File: src/hdl/apafc_pkg.sv
// shared types, codes and constants for the led strip frame controller
`default_nettype none

package apafc_pkg;

	localparam logic [2:0] KIND_SET     = 3'd0;
	localparam logic [2:0] KIND_ROTATE  = 3'd1;
	localparam logic [2:0] KIND_REFRESH = 3'd2;
	localparam logic [2:0] KIND_PULL    = 3'd3;
	localparam logic [2:0] KIND_CLEAR   = 3'd4;

	localparam int unsigned FRAME_EDGE_BYTES = 4;
	localparam logic [7:0]  BRIGHT_MARK      = 8'hE0;
	localparam logic [7:0]  END_FILL         = 8'hFF;
	localparam logic [7:0]  START_FILL       = 8'h00;
	localparam logic [31:0] BLANK_WORD       = {24'h000000, BRIGHT_MARK};

	localparam int unsigned QDEPTH = 4;
	localparam int unsigned QAW    = 2;

	localparam logic [7:0] GAMMA [256] = '{
		8'd0,   8'd0,   8'd0,   8'd0,   8'd0,   8'd0,   8'd0,   8'd0,
		8'd0,   8'd0,   8'd0,   8'd0,   8'd0,   8'd0,   8'd0,   8'd0,
		8'd0,   8'd0,   8'd0,   8'd0,   8'd0,   8'd0,   8'd0,   8'd0,
		8'd0,   8'd0,   8'd0,   8'd0,   8'd1,   8'd1,   8'd1,   8'd1,
		8'd1,   8'd1,   8'd1,   8'd1,   8'd1,   8'd1,   8'd1,   8'd1,
		8'd1,   8'd2,   8'd2,   8'd2,   8'd2,   8'd2,   8'd2,   8'd2,
		8'd2,   8'd3,   8'd3,   8'd3,   8'd3,   8'd3,   8'd3,   8'd3,
		8'd4,   8'd4,   8'd4,   8'd4,   8'd4,   8'd5,   8'd5,   8'd5,
		8'd5,   8'd6,   8'd6,   8'd6,   8'd6,   8'd7,   8'd7,   8'd7,
		8'd7,   8'd8,   8'd8,   8'd8,   8'd9,   8'd9,   8'd9,   8'd10,
		8'd10,  8'd10,  8'd11,  8'd11,  8'd11,  8'd12,  8'd12,  8'd13,
		8'd13,  8'd13,  8'd14,  8'd14,  8'd15,  8'd15,  8'd16,  8'd16,
		8'd17,  8'd17,  8'd18,  8'd18,  8'd19,  8'd19,  8'd20,  8'd20,
		8'd21,  8'd21,  8'd22,  8'd22,  8'd23,  8'd24,  8'd24,  8'd25,
		8'd25,  8'd26,  8'd27,  8'd27,  8'd28,  8'd29,  8'd29,  8'd30,
		8'd31,  8'd32,  8'd32,  8'd33,  8'd34,  8'd35,  8'd35,  8'd36,
		8'd37,  8'd38,  8'd39,  8'd39,  8'd40,  8'd41,  8'd42,  8'd43,
		8'd44,  8'd45,  8'd46,  8'd47,  8'd48,  8'd49,  8'd50,  8'd50,
		8'd51,  8'd52,  8'd54,  8'd55,  8'd56,  8'd57,  8'd58,  8'd59,
		8'd60,  8'd61,  8'd62,  8'd63,  8'd64,  8'd66,  8'd67,  8'd68,
		8'd69,  8'd70,  8'd72,  8'd73,  8'd74,  8'd75,  8'd77,  8'd78,
		8'd79,  8'd81,  8'd82,  8'd83,  8'd85,  8'd86,  8'd87,  8'd89,
		8'd90,  8'd92,  8'd93,  8'd95,  8'd96,  8'd98,  8'd99,  8'd101,
		8'd102, 8'd104, 8'd105, 8'd107, 8'd109, 8'd110, 8'd112, 8'd114,
		8'd115, 8'd117, 8'd119, 8'd120, 8'd122, 8'd124, 8'd126, 8'd127,
		8'd129, 8'd131, 8'd133, 8'd135, 8'd137, 8'd138, 8'd140, 8'd142,
		8'd144, 8'd146, 8'd148, 8'd150, 8'd152, 8'd154, 8'd156, 8'd158,
		8'd160, 8'd162, 8'd164, 8'd167, 8'd169, 8'd171, 8'd173, 8'd175,
		8'd177, 8'd180, 8'd182, 8'd184, 8'd186, 8'd189, 8'd191, 8'd193,
		8'd196, 8'd198, 8'd200, 8'd203, 8'd205, 8'd208, 8'd210, 8'd213,
		8'd215, 8'd218, 8'd220, 8'd223, 8'd225, 8'd228, 8'd231, 8'd233,
		8'd236, 8'd239, 8'd241, 8'd244, 8'd247, 8'd249, 8'd252, 8'd255
	};

	typedef enum logic [2:0] {
		OP_SET,
		OP_ROTATE,
		OP_REFRESH,
		OP_PULL,
		OP_CLEAR
	} op_t;

	typedef struct packed {
		op_t         op;
		logic [7:0]  idx;
		logic [31:0] word;
		logic        dir;
	} cmd_t;

	typedef enum logic [1:0] {
		BK_FILL,
		BK_RUN,
		BK_ROT,
		BK_ROT_LAST
	} back_st_t;

	typedef enum logic [1:0] {
		CLS_START,
		CLS_PIXEL,
		CLS_END
	} byte_cls_t;

	typedef struct packed {
		logic full;
		logic empty;
	} q_status_t;

endpackage

`default_nettype wire

File: src/hdl/apafc_front.sv
// request decode, range check and gamma packing ahead of the command queue
`default_nettype none

module apafc_front #(
	parameter int unsigned MAX_LEDS = 256
) (
	input  wire logic                           start,
	input  wire logic [2:0]                     kind,
	input  wire logic [7:0]                     pixel_index,
	input  wire logic [7:0]                     bright_level,
	input  wire logic [7:0]                     red_level,
	input  wire logic [7:0]                     green_level,
	input  wire logic [7:0]                     blue_level,
	input  wire logic                           direction,
	input  wire logic [$clog2(MAX_LEDS+1)-1:0]  n,
	input  wire apafc_pkg::q_status_t           q_status,
	input  wire logic                           init_busy,
	output logic                                busy,
	output logic                                push,
	output apafc_pkg::cmd_t                     cmd
);

	localparam int unsigned CW   = $clog2(MAX_LEDS + 1);
	localparam int unsigned CMPW = (CW > 8) ? CW : 8;

	logic accept;
	logic keep;

	assign busy   = q_status.full | init_busy;
	assign accept = start & ~busy;
	assign push   = accept & keep;

	always_comb begin
		keep     = 1'b0;
		cmd.op   = apafc_pkg::OP_SET;
		cmd.idx  = pixel_index;
		cmd.dir  = direction;
		cmd.word = {apafc_pkg::GAMMA[red_level], apafc_pkg::GAMMA[green_level],
			apafc_pkg::GAMMA[blue_level], bright_level | apafc_pkg::BRIGHT_MARK};
		unique case (kind)
			apafc_pkg::KIND_SET: begin
				cmd.op = apafc_pkg::OP_SET;
				keep   = CMPW'(pixel_index) < CMPW'(n);
			end
			apafc_pkg::KIND_ROTATE: begin
				cmd.op = apafc_pkg::OP_ROTATE;
				keep   = 1'b1;
			end
			apafc_pkg::KIND_REFRESH: begin
				cmd.op = apafc_pkg::OP_REFRESH;
				keep   = 1'b1;
			end
			apafc_pkg::KIND_PULL: begin
				cmd.op = apafc_pkg::OP_PULL;
				keep   = 1'b1;
			end
			apafc_pkg::KIND_CLEAR: begin
				cmd.op = apafc_pkg::OP_CLEAR;
				keep   = 1'b1;
			end
			default: begin
				keep = 1'b0;
			end
		endcase
	end

endmodule

`default_nettype wire

File: config.mk
export PLATFORM = sky130hd
export DESIGN_NAME = apafc_front
export DESIGN_NICKNAME = d
export VERILOG_FILES = /design/src/hdl/apafc_pkg.sv /design/src/hdl/apafc_front.sv
export SDC_FILE = /design/constraint.sdc
export NUM_CORES = 1
export LEC_CHECK = 0
export ABC_CLOCK_PERIOD_IN_PS = 3600
export BUFFER_PORTS_ARGS = -buffer_cell sky130_fd_sc_hd__clkbuf_2
export CAP_MARGIN = 20
export CORE_MARGIN = 5
export CORE_UTILIZATION = 59
export DETAILED_ROUTE_END_ITERATION = 6
export PLACE_DENSITY = 0.87
export REMOVE_ABC_BUFFERS = 1
export SLEW_MARGIN = 5
export SYNTH_ARGS = -nofsm -noshare
export SYNTH_HDL_FRONTEND = slang
export SYNTH_SLANG_ARGS = --single-unit
File: constraint.sdc
create_clock -name vclk -period 3.6
set_input_delay 0.72 -clock vclk [all_inputs]
set_output_delay 0.72 -clock vclk [all_outputs]
set_load 0.05 [all_outputs]
==> flow_summary.toml <==
[status]
outcome = "complete, but fails checks"
violations = "design-rule violations"

[route]
antenna_left = 0
drtIter0Drc = 612
wirelength_mm = 15.70
drt_first_pass_iters = 7
num_vias = 6355
wire_per_inst_um = 16.87
vias_per_cell = 6.826
drc = 14

[synth]
yosysMostFrequentCell = "nand2_1"
ys_warn_count = 0
seq_area_frac_synth = 0
avgSynthCellArea_um2 = 6.495
yosys.area.top_type = "ha_1"
synth_cells = 790
synth_top_area_share = 0.1561
synth_commonest_cells = "85 x nand2_1, 69 x o21ai_0, 64 x ha_1"
synth_cell_types = 74
syn_area_mm2 = 0.005131
synth_area_leaders = "ha_1 16%, o21ai_0 6.7%, nand2_1 6.2%, a21oi_1 5.8%, buf_2 4.0%"

[worst_setup_path]
crit_chain = "clkbuf_2 > inv_1 > ha_1 > nand2_1 > nor3b_1 > a311oi_1 > a21oi_1 > a211o_1 > o211ai_1 > buf_2"
critPathArrivalTime_ns = 2.78
crit_slowest_cell = "ha_1"
crit_required_ns = 2.88
slowest_delay_ns = 0.34
crit_type = "in -> out"
end_kind = "output pin"
start_kind = "primary input"
crit_fanout = 7

[finish]
nets = 946
clock_buffers = 0
drive_gt1_frac = 0.1896
syn2layout_area_growth_pct = 9.486
antennaDiodeCount = 0
register_area_um2 = 0
seq_cell_count = 0
final_util = 0.6538

[floorplanning]
initial_core_util = 0.5971
core_area_mm2 = 0.008593
die_w_um = 103.3
io_pins = 103
die_area_mm2 = 0.01066
die_h_um = 103.3
num_rows = 34

[cts]
post_cts_buffers = 0
postCtsHoldBufs = 0
cts_resized = 0

[global_route]
grt_overflow = 0
grt_max_degree = 59
antenna_found_initial = 0
grt_usage = 0.2845
grt_pass1_wl_mm = 25.81
grt_pass1_vias = 5544

[power_and_ir_drop]
power_leakage_nw = 2.441
max-vdd-ir-drop_mv = 0.1464
power.density_mw_per_mm2 = 153.8
fin_total_pwr_w = 0.0008638

[timing]
slew_headroom = 0.6183
rsz0062_at_grt = "false"
hold_viol_final = 0
tightest_slew_ns = 0.5582
fin_crit_ns = 3.496
max_freq_mhz = 286.1
finalSetupViolCount = 0
tns_ns = 0
period_share = 0.9710
slew_viol_final = 0

[placement]
io_buffers = 84
dp_hpwl_mm = 11.53
place_congestion = 0.9721

[flow_run]
maxCapViolCount = 0

[worst_hold_path]
hp-class = "in -> out"
==> per-layer routing <==
layer  part of all wire  global-route usage  vias to the layer above
met1               0.40              0.4035                     2822
met3               0.12             0.03018                       58
li1                   -                   -                     3007
met4              0.022             0.07470                        0
met2               0.46              0.4583                      468
met5                  0                   0                        -
==> path summary, 6_finish.rpt <==
path	start	end	slack, ns	cells after the start
worst max-delay path	blue_level[1]	cmd[10]	0.10	10
worst min-delay path	bright_level[0]	cmd[1]	1.44	0
==> final cells by class <==
class,count,area (um2)
Multi-Input combinational cell,663,4464
Fill cell,740,2975
Timing Repair Buffer,126,890.9
Tap cell,108,135.1
Inverter,34,127.6
==> through the flow <==
stage / area [um2] / hold slack [ns] / setup slack [ns] / std cells
2_1_floorplan: 4576 / 1.440 / -0.2778 / 697
3_3_place_gp: 5599 / 1.440 / 0.1259 / 931
3_5_place_dp: 5599 / 1.440 / 0.02969 / 931
4_1_cts: 5599 / 1.440 / 0.03782 / 931
5_1_grt: 5618 / 1.440 / 0.004649 / 931
6_report: 5618 / 1.440 / 0.1044 / 931
==> cell families (layout without fill, tap and decap cells) <==
kind of cell,Yosys count,in the layout,synth area share
other,1,3,0.0007308
multiplexers,21,21,0.04828
XOR/XNOR,3,3,0.005122
adder cells (fa/ha/maj),64,64,0.1561
AND/OR/NAND/NOR,259,259,0.2409
buffers and inverters,129,160,0.1346
AO/OA/AOI/OAI,313,313,0.4143
==> placed cells by master (no fill, tap or decap), types with 5 or more instances in the layout <==
master / Yosys / routed
a211o_1: 8 / 8
a211oi_1: 22 / 22
a21o_1: 7 / 7
a21oi_1: 59 / 59
a221oi_1: 9 / 9
a311oi_1: 11 / 10
a31oi_1: 18 / 18
a32oi_1: 5 / 5
buf_12: 0 / 11
buf_4: 21 / 38
clkbuf_2: 1 / 75
ha_1: 64 / 61
inv_1: 29 / 28
mux2_2: 5 / 5
mux2i_1: 12 / 12
nand2_1: 85 / 85
nand2b_1: 29 / 29
nand3_1: 24 / 24
nor2_1: 50 / 50
nor2b_1: 21 / 20
nor3_1: 22 / 22
nor4_1: 5 / 5
o2111ai_1: 5 / 5
o211ai_1: 21 / 21
o21ai_0: 69 / 69
o221ai_1: 5 / 5
o22ai_1: 9 / 9
o311ai_0: 9 / 9
o31ai_1: 9 / 9
==> worst max-delay path: cells and delay by family <==
| kind | cells | cell delay [ns] |
|---|---|---|
| simple gates | 2 | 0.26 |
| buf+inv | 3 | 0.65 |
| fa+ha+maj | 1 | 0.34 |
| compound gates | 4 | 0.79 |
==> where the power goes <==
part           leakage (nW)  internal [W]  switching (W)
clock network             0             0              0
registers                 0             0              0
logic                  2.44      0.000312       0.000552
No activity file was read; power rests on OpenSTA's default activity.
