===== src/hdl/apafc_pkg.sv =====
// shared types, codes and constants for the led strip frame controller
`default_nettype none

package apafc_pkg;

	localparam logic [2:0] KIND_SET     = 3'd0;
	localparam logic [2:0] KIND_ROTATE  = 3'd1;
	localparam logic [2:0] KIND_REFRESH = 3'd2;
	localparam logic [2:0] KIND_PULL    = 3'd3;
	localparam logic [2:0] KIND_CLEAR   = 3'd4;

	localparam int unsigned FRAME_EDGE_BYTES = 4;
	localparam logic [7:0]  BRIGHT_MARK      = 8'hE0;
	localparam logic [7:0]  END_FILL         = 8'hFF;
	localparam logic [7:0]  START_FILL       = 8'h00;
	localparam logic [31:0] BLANK_WORD       = {24'h000000, BRIGHT_MARK};

	localparam int unsigned QDEPTH = 4;
	localparam int unsigned QAW    = 2;

	localparam logic [7:0] GAMMA [256] = '{
		8'd0,   8'd0,   8'd0,   8'd0,   8'd0,   8'd0,   8'd0,   8'd0,
		8'd0,   8'd0,   8'd0,   8'd0,   8'd0,   8'd0,   8'd0,   8'd0,
		8'd0,   8'd0,   8'd0,   8'd0,   8'd0,   8'd0,   8'd0,   8'd0,
		8'd0,   8'd0,   8'd0,   8'd0,   8'd1,   8'd1,   8'd1,   8'd1,
		8'd1,   8'd1,   8'd1,   8'd1,   8'd1,   8'd1,   8'd1,   8'd1,
		8'd1,   8'd2,   8'd2,   8'd2,   8'd2,   8'd2,   8'd2,   8'd2,
		8'd2,   8'd3,   8'd3,   8'd3,   8'd3,   8'd3,   8'd3,   8'd3,
		8'd4,   8'd4,   8'd4,   8'd4,   8'd4,   8'd5,   8'd5,   8'd5,
		8'd5,   8'd6,   8'd6,   8'd6,   8'd6,   8'd7,   8'd7,   8'd7,
		8'd7,   8'd8,   8'd8,   8'd8,   8'd9,   8'd9,   8'd9,   8'd10,
		8'd10,  8'd10,  8'd11,  8'd11,  8'd11,  8'd12,  8'd12,  8'd13,
		8'd13,  8'd13,  8'd14,  8'd14,  8'd15,  8'd15,  8'd16,  8'd16,
		8'd17,  8'd17,  8'd18,  8'd18,  8'd19,  8'd19,  8'd20,  8'd20,
		8'd21,  8'd21,  8'd22,  8'd22,  8'd23,  8'd24,  8'd24,  8'd25,
		8'd25,  8'd26,  8'd27,  8'd27,  8'd28,  8'd29,  8'd29,  8'd30,
		8'd31,  8'd32,  8'd32,  8'd33,  8'd34,  8'd35,  8'd35,  8'd36,
		8'd37,  8'd38,  8'd39,  8'd39,  8'd40,  8'd41,  8'd42,  8'd43,
		8'd44,  8'd45,  8'd46,  8'd47,  8'd48,  8'd49,  8'd50,  8'd50,
		8'd51,  8'd52,  8'd54,  8'd55,  8'd56,  8'd57,  8'd58,  8'd59,
		8'd60,  8'd61,  8'd62,  8'd63,  8'd64,  8'd66,  8'd67,  8'd68,
		8'd69,  8'd70,  8'd72,  8'd73,  8'd74,  8'd75,  8'd77,  8'd78,
		8'd79,  8'd81,  8'd82,  8'd83,  8'd85,  8'd86,  8'd87,  8'd89,
		8'd90,  8'd92,  8'd93,  8'd95,  8'd96,  8'd98,  8'd99,  8'd101,
		8'd102, 8'd104, 8'd105, 8'd107, 8'd109, 8'd110, 8'd112, 8'd114,
		8'd115, 8'd117, 8'd119, 8'd120, 8'd122, 8'd124, 8'd126, 8'd127,
		8'd129, 8'd131, 8'd133, 8'd135, 8'd137, 8'd138, 8'd140, 8'd142,
		8'd144, 8'd146, 8'd148, 8'd150, 8'd152, 8'd154, 8'd156, 8'd158,
		8'd160, 8'd162, 8'd164, 8'd167, 8'd169, 8'd171, 8'd173, 8'd175,
		8'd177, 8'd180, 8'd182, 8'd184, 8'd186, 8'd189, 8'd191, 8'd193,
		8'd196, 8'd198, 8'd200, 8'd203, 8'd205, 8'd208, 8'd210, 8'd213,
		8'd215, 8'd218, 8'd220, 8'd223, 8'd225, 8'd228, 8'd231, 8'd233,
		8'd236, 8'd239, 8'd241, 8'd244, 8'd247, 8'd249, 8'd252, 8'd255
	};

	typedef enum logic [2:0] {
		OP_SET,
		OP_ROTATE,
		OP_REFRESH,
		OP_PULL,
		OP_CLEAR
	} op_t;

	typedef struct packed {
		op_t         op;
		logic [7:0]  idx;
		logic [31:0] word;
		logic        dir;
	} cmd_t;

	typedef enum logic [1:0] {
		BK_FILL,
		BK_RUN,
		BK_ROT,
		BK_ROT_LAST
	} back_st_t;

	typedef enum logic [1:0] {
		CLS_START,
		CLS_PIXEL,
		CLS_END
	} byte_cls_t;

	typedef struct packed {
		logic full;
		logic empty;
	} q_status_t;

endpackage

`default_nettype wire


===== src/hdl/apafc_queue.sv =====
// short command queue between the front and the back
`default_nettype none

module apafc_queue (
	input  wire logic             clk,
	input  wire logic             arst_n,
	input  wire logic             push,
	input  wire apafc_pkg::cmd_t  wr_cmd,
	input  wire logic             pop,
	output apafc_pkg::cmd_t       head,
	output apafc_pkg::q_status_t  status
);

	apafc_pkg::cmd_t              slots_q [apafc_pkg::QDEPTH];
	logic [apafc_pkg::QAW-1:0]    rd_ptr_q;
	logic [apafc_pkg::QAW-1:0]    wr_ptr_q;
	logic [apafc_pkg::QAW:0]      count_q;

	assign head         = slots_q[rd_ptr_q];
	assign status.full  = count_q == (apafc_pkg::QAW+1)'(apafc_pkg::QDEPTH);
	assign status.empty = count_q == '0;

	always_ff @(posedge clk or negedge arst_n) begin
		if (!arst_n) begin
			rd_ptr_q <= '0;
			wr_ptr_q <= '0;
			count_q  <= '0;
		end else begin
			if (push) begin
				wr_ptr_q <= wr_ptr_q + 1'b1;
			end
			if (pop) begin
				rd_ptr_q <= rd_ptr_q + 1'b1;
			end
			case ({push, pop})
				2'b10:   count_q <= count_q + 1'b1;
				2'b01:   count_q <= count_q - 1'b1;
				default: count_q <= count_q;
			endcase
		end
	end

	always_ff @(posedge clk) begin
		if (push) begin
			slots_q[wr_ptr_q] <= wr_cmd;
		end
	end

endmodule

`default_nettype wire


===== config.mk =====
export PLATFORM = sky130hd
export DESIGN_NAME = apafc_queue
export DESIGN_NICKNAME = d
export VERILOG_FILES = /design/src/hdl/apafc_pkg.sv /design/src/hdl/apafc_queue.sv
export SDC_FILE = /design/constraint.sdc
export NUM_CORES = 1
export LEC_CHECK = 0
export BUFFER_PORTS_ARGS = -buffer_cell sky130_fd_sc_hd__buf_2
export CAP_MARGIN = 20
export CORE_UTILIZATION = 57
export DETAILED_ROUTE_END_ITERATION = 10
export PLACE_DENSITY = 0.79
export SLEW_MARGIN = 0
export SYNTH_ARGS = -nofsm -noshare
export SYNTH_HDL_FRONTEND = slang
export SYNTH_SLANG_ARGS = --single-unit
export TNS_END_PERCENT = 50

===== constraint.sdc =====
create_clock -name clk -period 2.5 [get_ports clk]
set_input_delay 0 -clock clk [delete_from_list [all_inputs] [get_ports clk]]
set_output_delay 0 -clock clk [all_outputs]
set_load 0.02 [all_outputs]

==> results.json, run 1 <==
{
  "fp.dieW_um": 111,
  "dr.pass1.iters": 7,
  "dpl.hpwl_mm": 7.02,
  "hold_end": "slots_q[0][12]",
  "clk_latency_ns": 0.42,
  "final_max_slew_viol_count": 0,
  "worst_slew_pin_slew_ns": 0.489,
  "cp_max_fo": 22,
  "antenna_found_initial": 0,
  "wl_per_cell_um": 21.3,
  "hold_depth": 2,
  "yosysWarnings": 0,
  "fin_setup_tns_ns": 0,
  "die_y_um": 111,
  "max_slew_margin_pct": 67.4,
  "fin_nets": 480,
  "drive_gt1_share_pct": 39.9,
  "reg2regPathDepth": 4,
  "syn_to_final_growth_pct": 25.8,
  "synth_compound_area_share_pct": 0.147,
  "hold_violations": 0,
  "worstHoldStart": "wr_cmd[12]",
  "path_clk_slew_ns": 0.06,
  "synth_simple_gate_area_share_pct": 0.753,
  "drcViolationCount": 18,
  "finalCritPeriodShare_pct": 88.1,
  "netlist_area_um2": 6810,
  "grt_max_degree": 46,
  "insertedDiodeCount": 0,
  "synth_nets": 321,
  "fin_crit_ns": 2.20,
  "avgSynthCellArea_um2": 25.5,
  "synth_xor_area_share_pct": 0.772,
  "cp.arrival_ns": 2.20,
  "cts.sinks": 183,
  "rsz0062_at_grt": "no",
  "vias": 3264,
  "post_synth_num_cell_types": 18,
  "synthAdderAreaFrac_pct": 1.21,
  "drt_iter0_drc": 242,
  "gp_congestion": 0.682,
  "ios": 94,
  "syn-instance-count": 267,
  "grt_usage_pct": 21.8,
  "reg2reg_slack_ns": 0.78,
  "start_util_pct": 59.1,
  "power.leakage_nw": 3.06,
  "rows": 39,
  "ir_drop_uv": 652,
  "grt_pass1_wl_mm": 19.2,
  "synth_mux_area_share_pct": 14.9,
  "worstReg2RegStart": "wr_ptr_q[0]",
  "status": "finished with violations",
  "fmax_mhz": 454,
  "critPathRequiredTime_ns": 2.50,
  "worst_slack_ns": 0.296,
  "htree_levels": 4,
  "cts_tree": "built",
  "power.density_nw_per_um2": 1180,
  "cts_root_buf": "clkbuf_16",
  "setup-violations-final": 0,
  "violations": "DRC",
  "worst-setup-path-type": "flop to primary output",
  "pre_cts_slack_ns": 0.703,
  "drv_cap": 0,
  "wirelength_mm": 12.4,
  "grt.overflow.total": 0,
  "core_um2": 11500,
  "synth_top_family_by_area": "multiplexers",
  "cts_buffers": 17,
  "cts-resized-gates": 0,
  "fin_skew_ns": 0.00536,
  "port_buffers": 93,
  "setup.worst_path.end_class": "primary output",
  "grt_pass1_vias": 3490,
  "viasPerCell": 5.61,
  "dieArea_um2": 12400,
  "hp-class": "primary input to flop",
  "seq_area_frac_synth_pct": 80.2,
  "postRouteAntennaNets": 0,
  "cts_buffer_depth": 2,
  "ys_ff_latch": 183,
  "worstSetupStartpointType": "flop",
  "reg2reg_to": "slots_q[0][40]"
}
[worst max-delay path by stage]
stage                      from             to  depth (start not counted)
floorplan           wr_ptr_q[0]  slots_q[2][0]                          3
global placement    rd_ptr_q[0]       head[33]                          3
detailed placement  rd_ptr_q[0]       head[33]                          3
CTS                 rd_ptr_q[0]       head[37]                          3
global route        rd_ptr_q[0]       head[37]                          3
finish              rd_ptr_q[0]       head[37]                          3
[repair_timing]
item,in CTS,in global routing
hold buffers,48,0
hold endpoints to repair,188,0
buffers inserted,0,0
[cells by family (layout without fill, tap and decap cells)]
kind of cell | after synthesis | in the layout
flops | 183 | 183
mux | 44 | 44
buf+inv | 16 | 188
simple gates | 10 | 10
fa+ha+maj | 6 | 6
xor+xnor | 6 | 6
compound gates | 2 | 2
[through the flow]
stage,hold slack [ns],util [%],power (mW),instance area [µm²],cells
2_1_floorplan,-0.296,-,6.47,6810,267
5_1_grt,0.329,74.4,10.5,8570,582
6_report,0.333,74.4,10.1,8570,582
4_1_cts,0.305,74.4,10.2,8570,582
3_3_place_gp,-0.159,64.9,7.29,7480,502
3_5_place_dp,-0.158,64.9,7.37,7480,502
[registers in the layout (all words and copies together), names as in the netlist]
signal	cells
wr_ptr_q	2
slots_q	176
rd_ptr_q	2
count_q	3
[area by class of cell]
cell class / instances / area [µm²]
timing repair buffer: 150 / 1080
multi-input combinational: 68 / 1210
clock buffer: 18 / 429
fill: 657 / 2950
clock inverter: 14 / 181
tap: 143 / 179
sequential: 183 / 5470
inverter: 6 / 22.5
[Yosys cell counts]
master    instances  share of area, %
ha_1              5              0.92
o21ai_0           2              0.15
xnor2_1           2              0.26
and2_1            4              0.37
dfrtp_1           7               2.6
inv_1             6              0.33
buf_2             5              0.37
xor2_1            4              0.51
edfxtp_1        176                78
buf_12            4               1.2
buf_6             1              0.17
mux4_1            6               2.3
nor3_1            1             0.073
fa_1              1              0.29
mux4_2           38                13
nor2_1            1             0.055
and3_1            1             0.092
nand2_1           3              0.17
[cell usage in the layout, fill, tap and decap left out, types with 3 or more instances in the layout]
cell / n
and2_2: 4
buf_2: 93
clkinv_2: 4
edfxtp_1: 176
mux4_1: 6
buf_4: 4
dfrtp_1: 5
xor2_1: 4
nand2_1: 3
mux4_2: 38
buf_12: 5
bufinv_16: 4
ha_1: 5
clkbuf_16: 17
dlygate4sd3_1: 48
inv_1: 6
[critical path: stages (launching register included)]
cell and delay [ns]:
dfrtp_4 0.70, buf_4 0.34, mux4_2 0.56, buf_2 0.18
[power by group]
group	switching (mW)	total, mW	internal (mW)
clock network	1.08	2.74	1.66
registers	0.262	4.29	4.02
logic	1.72	3.05	1.33
total	3.07	10.1	7.01
[routing by layer]
metal	routed length, µm	share of wire [%]	global-route usage (%)	up-vias
met5	0	0	0	-
met4	210	1.7	8.83	0
met3	699	5.6	6.07	18
met2	6510	52	36.5	112
met1	5010	40	27.2	1689
li1	-	-	-	1445
No activity file was read; power rests on OpenSTA's default activity.
==> run 2: changes to the inputs <==
Settings changed: CORE_UTILIZATION 57 to 59, CTS_BUF_LIST set to sky130_fd_sc_hd__clkbuf_4 sky130_fd_sc_hd__clkbuf_8, PLACE_DENSITY 0.79 to 0.94.
==> results.json, run 2 (synthesis results as in run 1) <==
{
  "syn_to_final_growth_pct": 23.5,
  "dpl.hpwl_mm": 7.38,
  "viasPerCell": 5.59,
  "gp_congestion": 0.748,
  "fin_area_um2": 8410,
  "dr.pass1.iters": 4,
  "fmax_mhz": 434,
  "hp-class": "primary input to flop",
  "final_cell_mix": "edfxtp_1 (176), buf_2 (93), dlygate4sd3_1 (48)",
  "grt_max_degree": 33,
  "setup-violations-final": 0,
  "drive_gt1_share_pct": 40.3,
  "htree_levels": 4,
  "cts_buffers": 17,
  "fin_crit_ns": 2.30,
  "vias": 3238,
  "power.density_nw_per_um2": 1140,
  "cp_max_fo": 32,
  "worstSetupStartpointType": "flop",
  "cp.arrival_ns": 2.30,
  "reg2reg_slack_ns": 0.70,
  "worst_slack_ns": 0.198,
  "drv_cap": 0,
  "cts_setup_buffers": 0,
  "fin_nets": 480,
  "fin_skew_ns": 0.00965,
  "path_clk_slew_ns": 0.09,
  "cts_root_buf": "clkbuf_8",
  "fin_setup_tns_ns": 0,
  "critPathRequiredTime_ns": 2.50,
  "worstHoldStart": "pop",
  "hold_violations": 0,
  "hold_end": "rd_ptr_q[0]",
  "grt_usage_pct": 22.4,
  "port_buffers": 93,
  "ir_drop_uv": 857,
  "worst-setup-path-type": "flop to primary output",
  "busiest_layer": "met2",
  "cts_buffer_depth": 2,
  "wirelength_mm": 12.4,
  "power.leakage_nw": 2.98,
  "rsz0062_at_grt": "no",
  "grt_pass1_vias": 3569,
  "worstReg2RegStart": "wr_ptr_q[0]",
  "regMostFlops": "slots_q",
  "die_y_um": 109,
  "grtUsageMet1_pct": 26.2,
  "start_util_pct": 61.7,
  "rows": 38,
  "reg2reg_to": "slots_q[0][14]",
  "largest_reg_flops": 176,
  "cts.sinks": 183,
  "fp.dieW_um": 109,
  "grt_pass1_wl_mm": 18.5,
  "pre_cts_slack_ns": 0.627,
  "drt_iter0_drc": 150,
  "antenna_found_initial": 0,
  "clk_latency_ns": 0.44,
  "fin_cells": 579,
  "postRouteAntennaNets": 0,
  "dieArea_um2": 12000,
  "drcViolationCount": 0,
  "wl_per_cell_um": 21.3,
  "use_met3_pct": 4.92,
  "final_max_slew_viol_count": 0,
  "finalCritPeriodShare_pct": 92.1,
  "final_common_cell": "edfxtp_1",
  "setup.worst_path.end_class": "primary output",
  "worst_slew_pin_slew_ns": 0.630,
  "insertedDiodeCount": 0,
  "core_um2": 11000,
  "fill_cells": 582,
  "grt.overflow.total": 0,
  "reg2regPathDepth": 4,
  "max_slew_margin_pct": 58.0,
  "status": "complete, no violations",
  "met2_usage_pct": 39.9,
  "ios": 94,
  "hold_depth": 3,
  "placedCellCount": 499,
  "placed_area_um2": 7470,
  "cts_tree": "built",
  "largestRegisters": "slots_q x176, count_q x3"
}
==> run 2: cell types whose count changed in the layout (fill, tap and decap cells not counted), sizes merged <==
cell      change
clkinvlp      +3
inv           +2
bufinv        +1
clkinv        -5
clkbuf        -1
==> run 2: stage by stage <==
stage               utilization (%)  hold WS, ns  total power [mW]
floorplan                         -       -0.296              6.47
global placement               67.8       -0.161              7.24
detailed placement             67.8       -0.164              7.37
CTS                            76.3        0.275              9.62
global route                   76.3        0.289              9.96
finish                         76.3        0.288              9.56
==> run 2: worst max path at each step <==
| stage | cells past startpoint | endpoint | start | slack, ns |
|---|---|---|---|---|
| 2_1_floorplan | 3 | slots_q[2][0] | wr_ptr_q[0] | 0.42 |
| 3_3_place_gp | 3 | head[5] | rd_ptr_q[0] | 0.68 |
| 3_5_place_dp | 3 | head[10] | rd_ptr_q[0] | 0.63 |
| 4_1_cts | 3 | head[10] | rd_ptr_q[0] | 0.12 |
| 5_1_grt | 3 | head[10] | rd_ptr_q[0] | 0.05 |
| 6_report | 3 | head[10] | rd_ptr_q[0] | 0.20 |
==> run 2: worst max-delay path: stages, from the launching register on <==
cell	delay [ns]
dfrtp_4	0.85
buf_4	0.31
mux4_2	0.52
buf_2	0.17
==> run 2: routing by layer <==
layer  vias up  share of wire [%]
met3        25                5.8
li1       1439                  -
met2       122                 55
met4         0                1.9
met5         -                  0
met1      1652                 38
==> run 2: area by class of cell <==
class / instances / area (µm²) / area share (%)
timing repair buffer: 150 / 1080 / 12.8
multi-input combinational: 68 / 1210 / 14.4
clock inverter: 15 / 224 / 2.66
sequential: 183 / 5470 / 65.0
clock buffer: 17 / 234 / 2.78
tap: 140 / 175 / 2.08
inverter: 6 / 22.5 / 0.268
==> run 2: repair_timing <==
item	4_1_cts	5_1_grt
hold endpoints to repair	188	0
hold buffers	48	0
resized for setup	0	0
==> run 2: report_power, final <==
group	internal (mW)	switching [mW]
clock network	1.19	1.02
logic	1.32	1.62
registers	4.02	0.385
==> run 3: changes to the inputs <==
Settings changed: ABC_AREA set to 1, CORE_UTILIZATION 59 to 60.
==> results.json, run 3 <==
{
  "hold_end": "slots_q[3][35]",
  "reg2reg_to": "slots_q[2][7]",
  "crit_slowest_cell": "dfrtp_2",
  "largestRegisters": "slots_q x176, count_q x3",
  "gp_congestion": 0.744,
  "ys.flop_type": "edfxtp_1",
  "ys_top_cells_by_count": "edfxtp_1 (176), nand2_1 (143), inv_1 (101)",
  "syn_to_final_growth_pct": 19.4,
  "worst_path_largest_cell_delay_ns": 0.43,
  "fp.dieW_um": 114,
  "max_slew_margin_pct": 59.5,
  "seq_area_frac_synth_pct": 72.8,
  "drcViolationCount": 0,
  "path_depth": 5,
  "path_clk_slew_ns": 0.09,
  "fin_crit_ns": 1.93,
  "ir_drop_uv": 811,
  "reg2regPathDepth": 5,
  "synth_edf_count": 176,
  "dpl.hpwl_mm": 9.03,
  "cts_setup_buffers": 0,
  "pre_cts_slack_ns": 0.650,
  "die_y_um": 114,
  "ys_ff_latch": 183,
  "setup-violations-final": 0,
  "hold_depth": 2,
  "grtUsageMet1_pct": 28.6,
  "htree_levels": 4,
  "dr.pass1.iters": 8,
  "grt_max_degree": 55,
  "placedCellCount": 805,
  "grt_pass1_vias": 4764,
  "worstReg2RegStart": "wr_ptr_q[0]",
  "worstSetupStartpointType": "flop",
  "cts_buffer_depth": 2,
  "path_cells": "inv_2 -> buf_12 -> o211ai_1 -> nand2_1 -> buf_2",
  "port_buffers": 93,
  "final_cell_mix": "edfxtp_1 (176), nand2_1 (143), inv_1 (97)",
  "worst_slack_ns": 0.574,
  "use_met3_pct": 6.06,
  "rows": 40,
  "ys_async_sr_fraction_pct": 3.83,
  "final_max_slew_viol_count": 0,
  "cts_buffers": 17,
  "largest_reg_flops": 176,
  "regMostFlops": "slots_q",
  "fmax_mhz": 519,
  "synth_top_area_cell": "edfxtp_1",
  "syn-instance-count": 562,
  "viasPerCell": 5.35,
  "fin_cells": 886,
  "avgSynthCellArea_um2": 13.3,
  "cts_tree": "built",
  "post_synth_num_cell_types": 20,
  "core_um2": 12100,
  "synth_area_leaders": "edfxtp_1 (70%), o211ai_1 (7.9%), nand2_1 (7.2%)",
  "cp.arrival_ns": 1.93,
  "synth_top_cell_area_share_pct": 70.5,
  "yosysWarnings": 0,
  "ios": 94,
  "power.leakage_nw": 3.67,
  "critPathRequiredTime_ns": 2.50,
  "yosysMostFrequentCell": "edfxtp_1",
  "netlist_area_um2": 7500,
  "antenna_found_initial": 1,
  "rsz0062_at_grt": "no",
  "cp_max_fo": 24,
  "status": "complete, no violations",
  "dieArea_um2": 12900,
  "cts.sinks": 183,
  "fin_setup_tns_ns": 0,
  "clk_latency_ns": 0.45,
  "busiest_layer": "met2",
  "fin_skew_ns": 0.0113,
  "hold_violations": 0,
  "drive_gt1_share_pct": 20.9,
  "wl_per_cell_um": 17.0,
  "met2_usage_pct": 44.1,
  "start_util_pct": 61.9,
  "fin_nets": 758,
  "postRouteAntennaNets": 0,
  "final_common_cell": "edfxtp_1",
  "crit_family": "buffers and inverters",
  "grt.overflow.total": 0,
  "grt_pass1_wl_mm": 23.5,
  "grt_usage_pct": 24.9,
  "worst_slew_pin_slew_ns": 0.606,
  "worst-setup-path-type": "flop to primary output",
  "drv_cap": 0,
  "vias": 4742,
  "setup.worst_path.end_class": "primary output",
  "cts_root_buf": "clkbuf_8",
  "crit_buf_inv": 3,
  "wirelength_mm": 15.1,
  "drt_iter0_drc": 426,
  "hp-class": "primary input to flop",
  "finalCritPeriodShare_pct": 77.0,
  "reg2reg_slack_ns": 0.64,
  "worstHoldStart": "wr_cmd[35]",
  "synth_nets": 616,
  "power.density_nw_per_um2": 1140
}
-- run 3: report_power, final --
group	switching, mW	internal (mW)	total [mW]
registers	0.257	4.02	4.28
logic	2.69	1.28	3.96
clock network	0.966	1.03	2.00
-- run 3: stage by stage --
step / utilization (%) / area (µm²) / hold slack (ns) / power, mW
floorplan: - / 7500 / -0.296 / 7.14
global placement: 66.6 / 8070 / -0.163 / 8.01
detailed placement: 66.6 / 8070 / -0.157 / 8.21
CTS: 73.9 / 8950 / 0.275 / 10.2
global route: 73.9 / 8950 / 0.284 / 10.8
finish: 73.9 / 8950 / 0.298 / 10.2
-- run 3: cell type report --
class                           count  area, µm²
Multi-Input combinational cell    247       1390
Inverter                          102        383
Tap cell                          168        210
Clock inverter                     10        129
Fill cell                         737       3160
Timing Repair Buffer              153       1100
Sequential cell                   183       5470
Antenna cell                        1       2.50
Clock buffer                       22        272
-- run 3: worst max-delay path by stage --
stage	startpoint	endpoint	slack [ns]
final	rd_ptr_q[1]	head[35]	0.57
after global routing	rd_ptr_q[0]	head[35]	0.44
after CTS	rd_ptr_q[0]	head[35]	0.55
after detailed placement	wr_ptr_q[0]	slots_q[2][14]	0.65
after global placement	wr_ptr_q[0]	slots_q[2][15]	0.72
after floorplan	wr_ptr_q[0]	slots_q[2][0]	0.56
-- run 3: cell families after synthesis --
family          after synthesis  synth area share (%)
flops                       183                  72.8
xor+xnor                      4                 0.467
simple gates                147                  7.44
fa+ha+maj                     6                  1.10
buf+inv                     132                  8.63
compound gates               90                  9.54
-- run 3: metal layers --
layer | vias to the layer above | wire length (µm)
li1 | 2219 | -
met5 | - | 0
met2 | 209 | 8160
met3 | 31 | 924
met4 | 0 | 322
met1 | 2283 | 5660
-- run 3: repair_timing --
action | 4_1_cts | 5_1_grt
hold endpoints to repair | 189 | 0
hold buffers | 48 | 0
gates resized for setup | 0 | 0
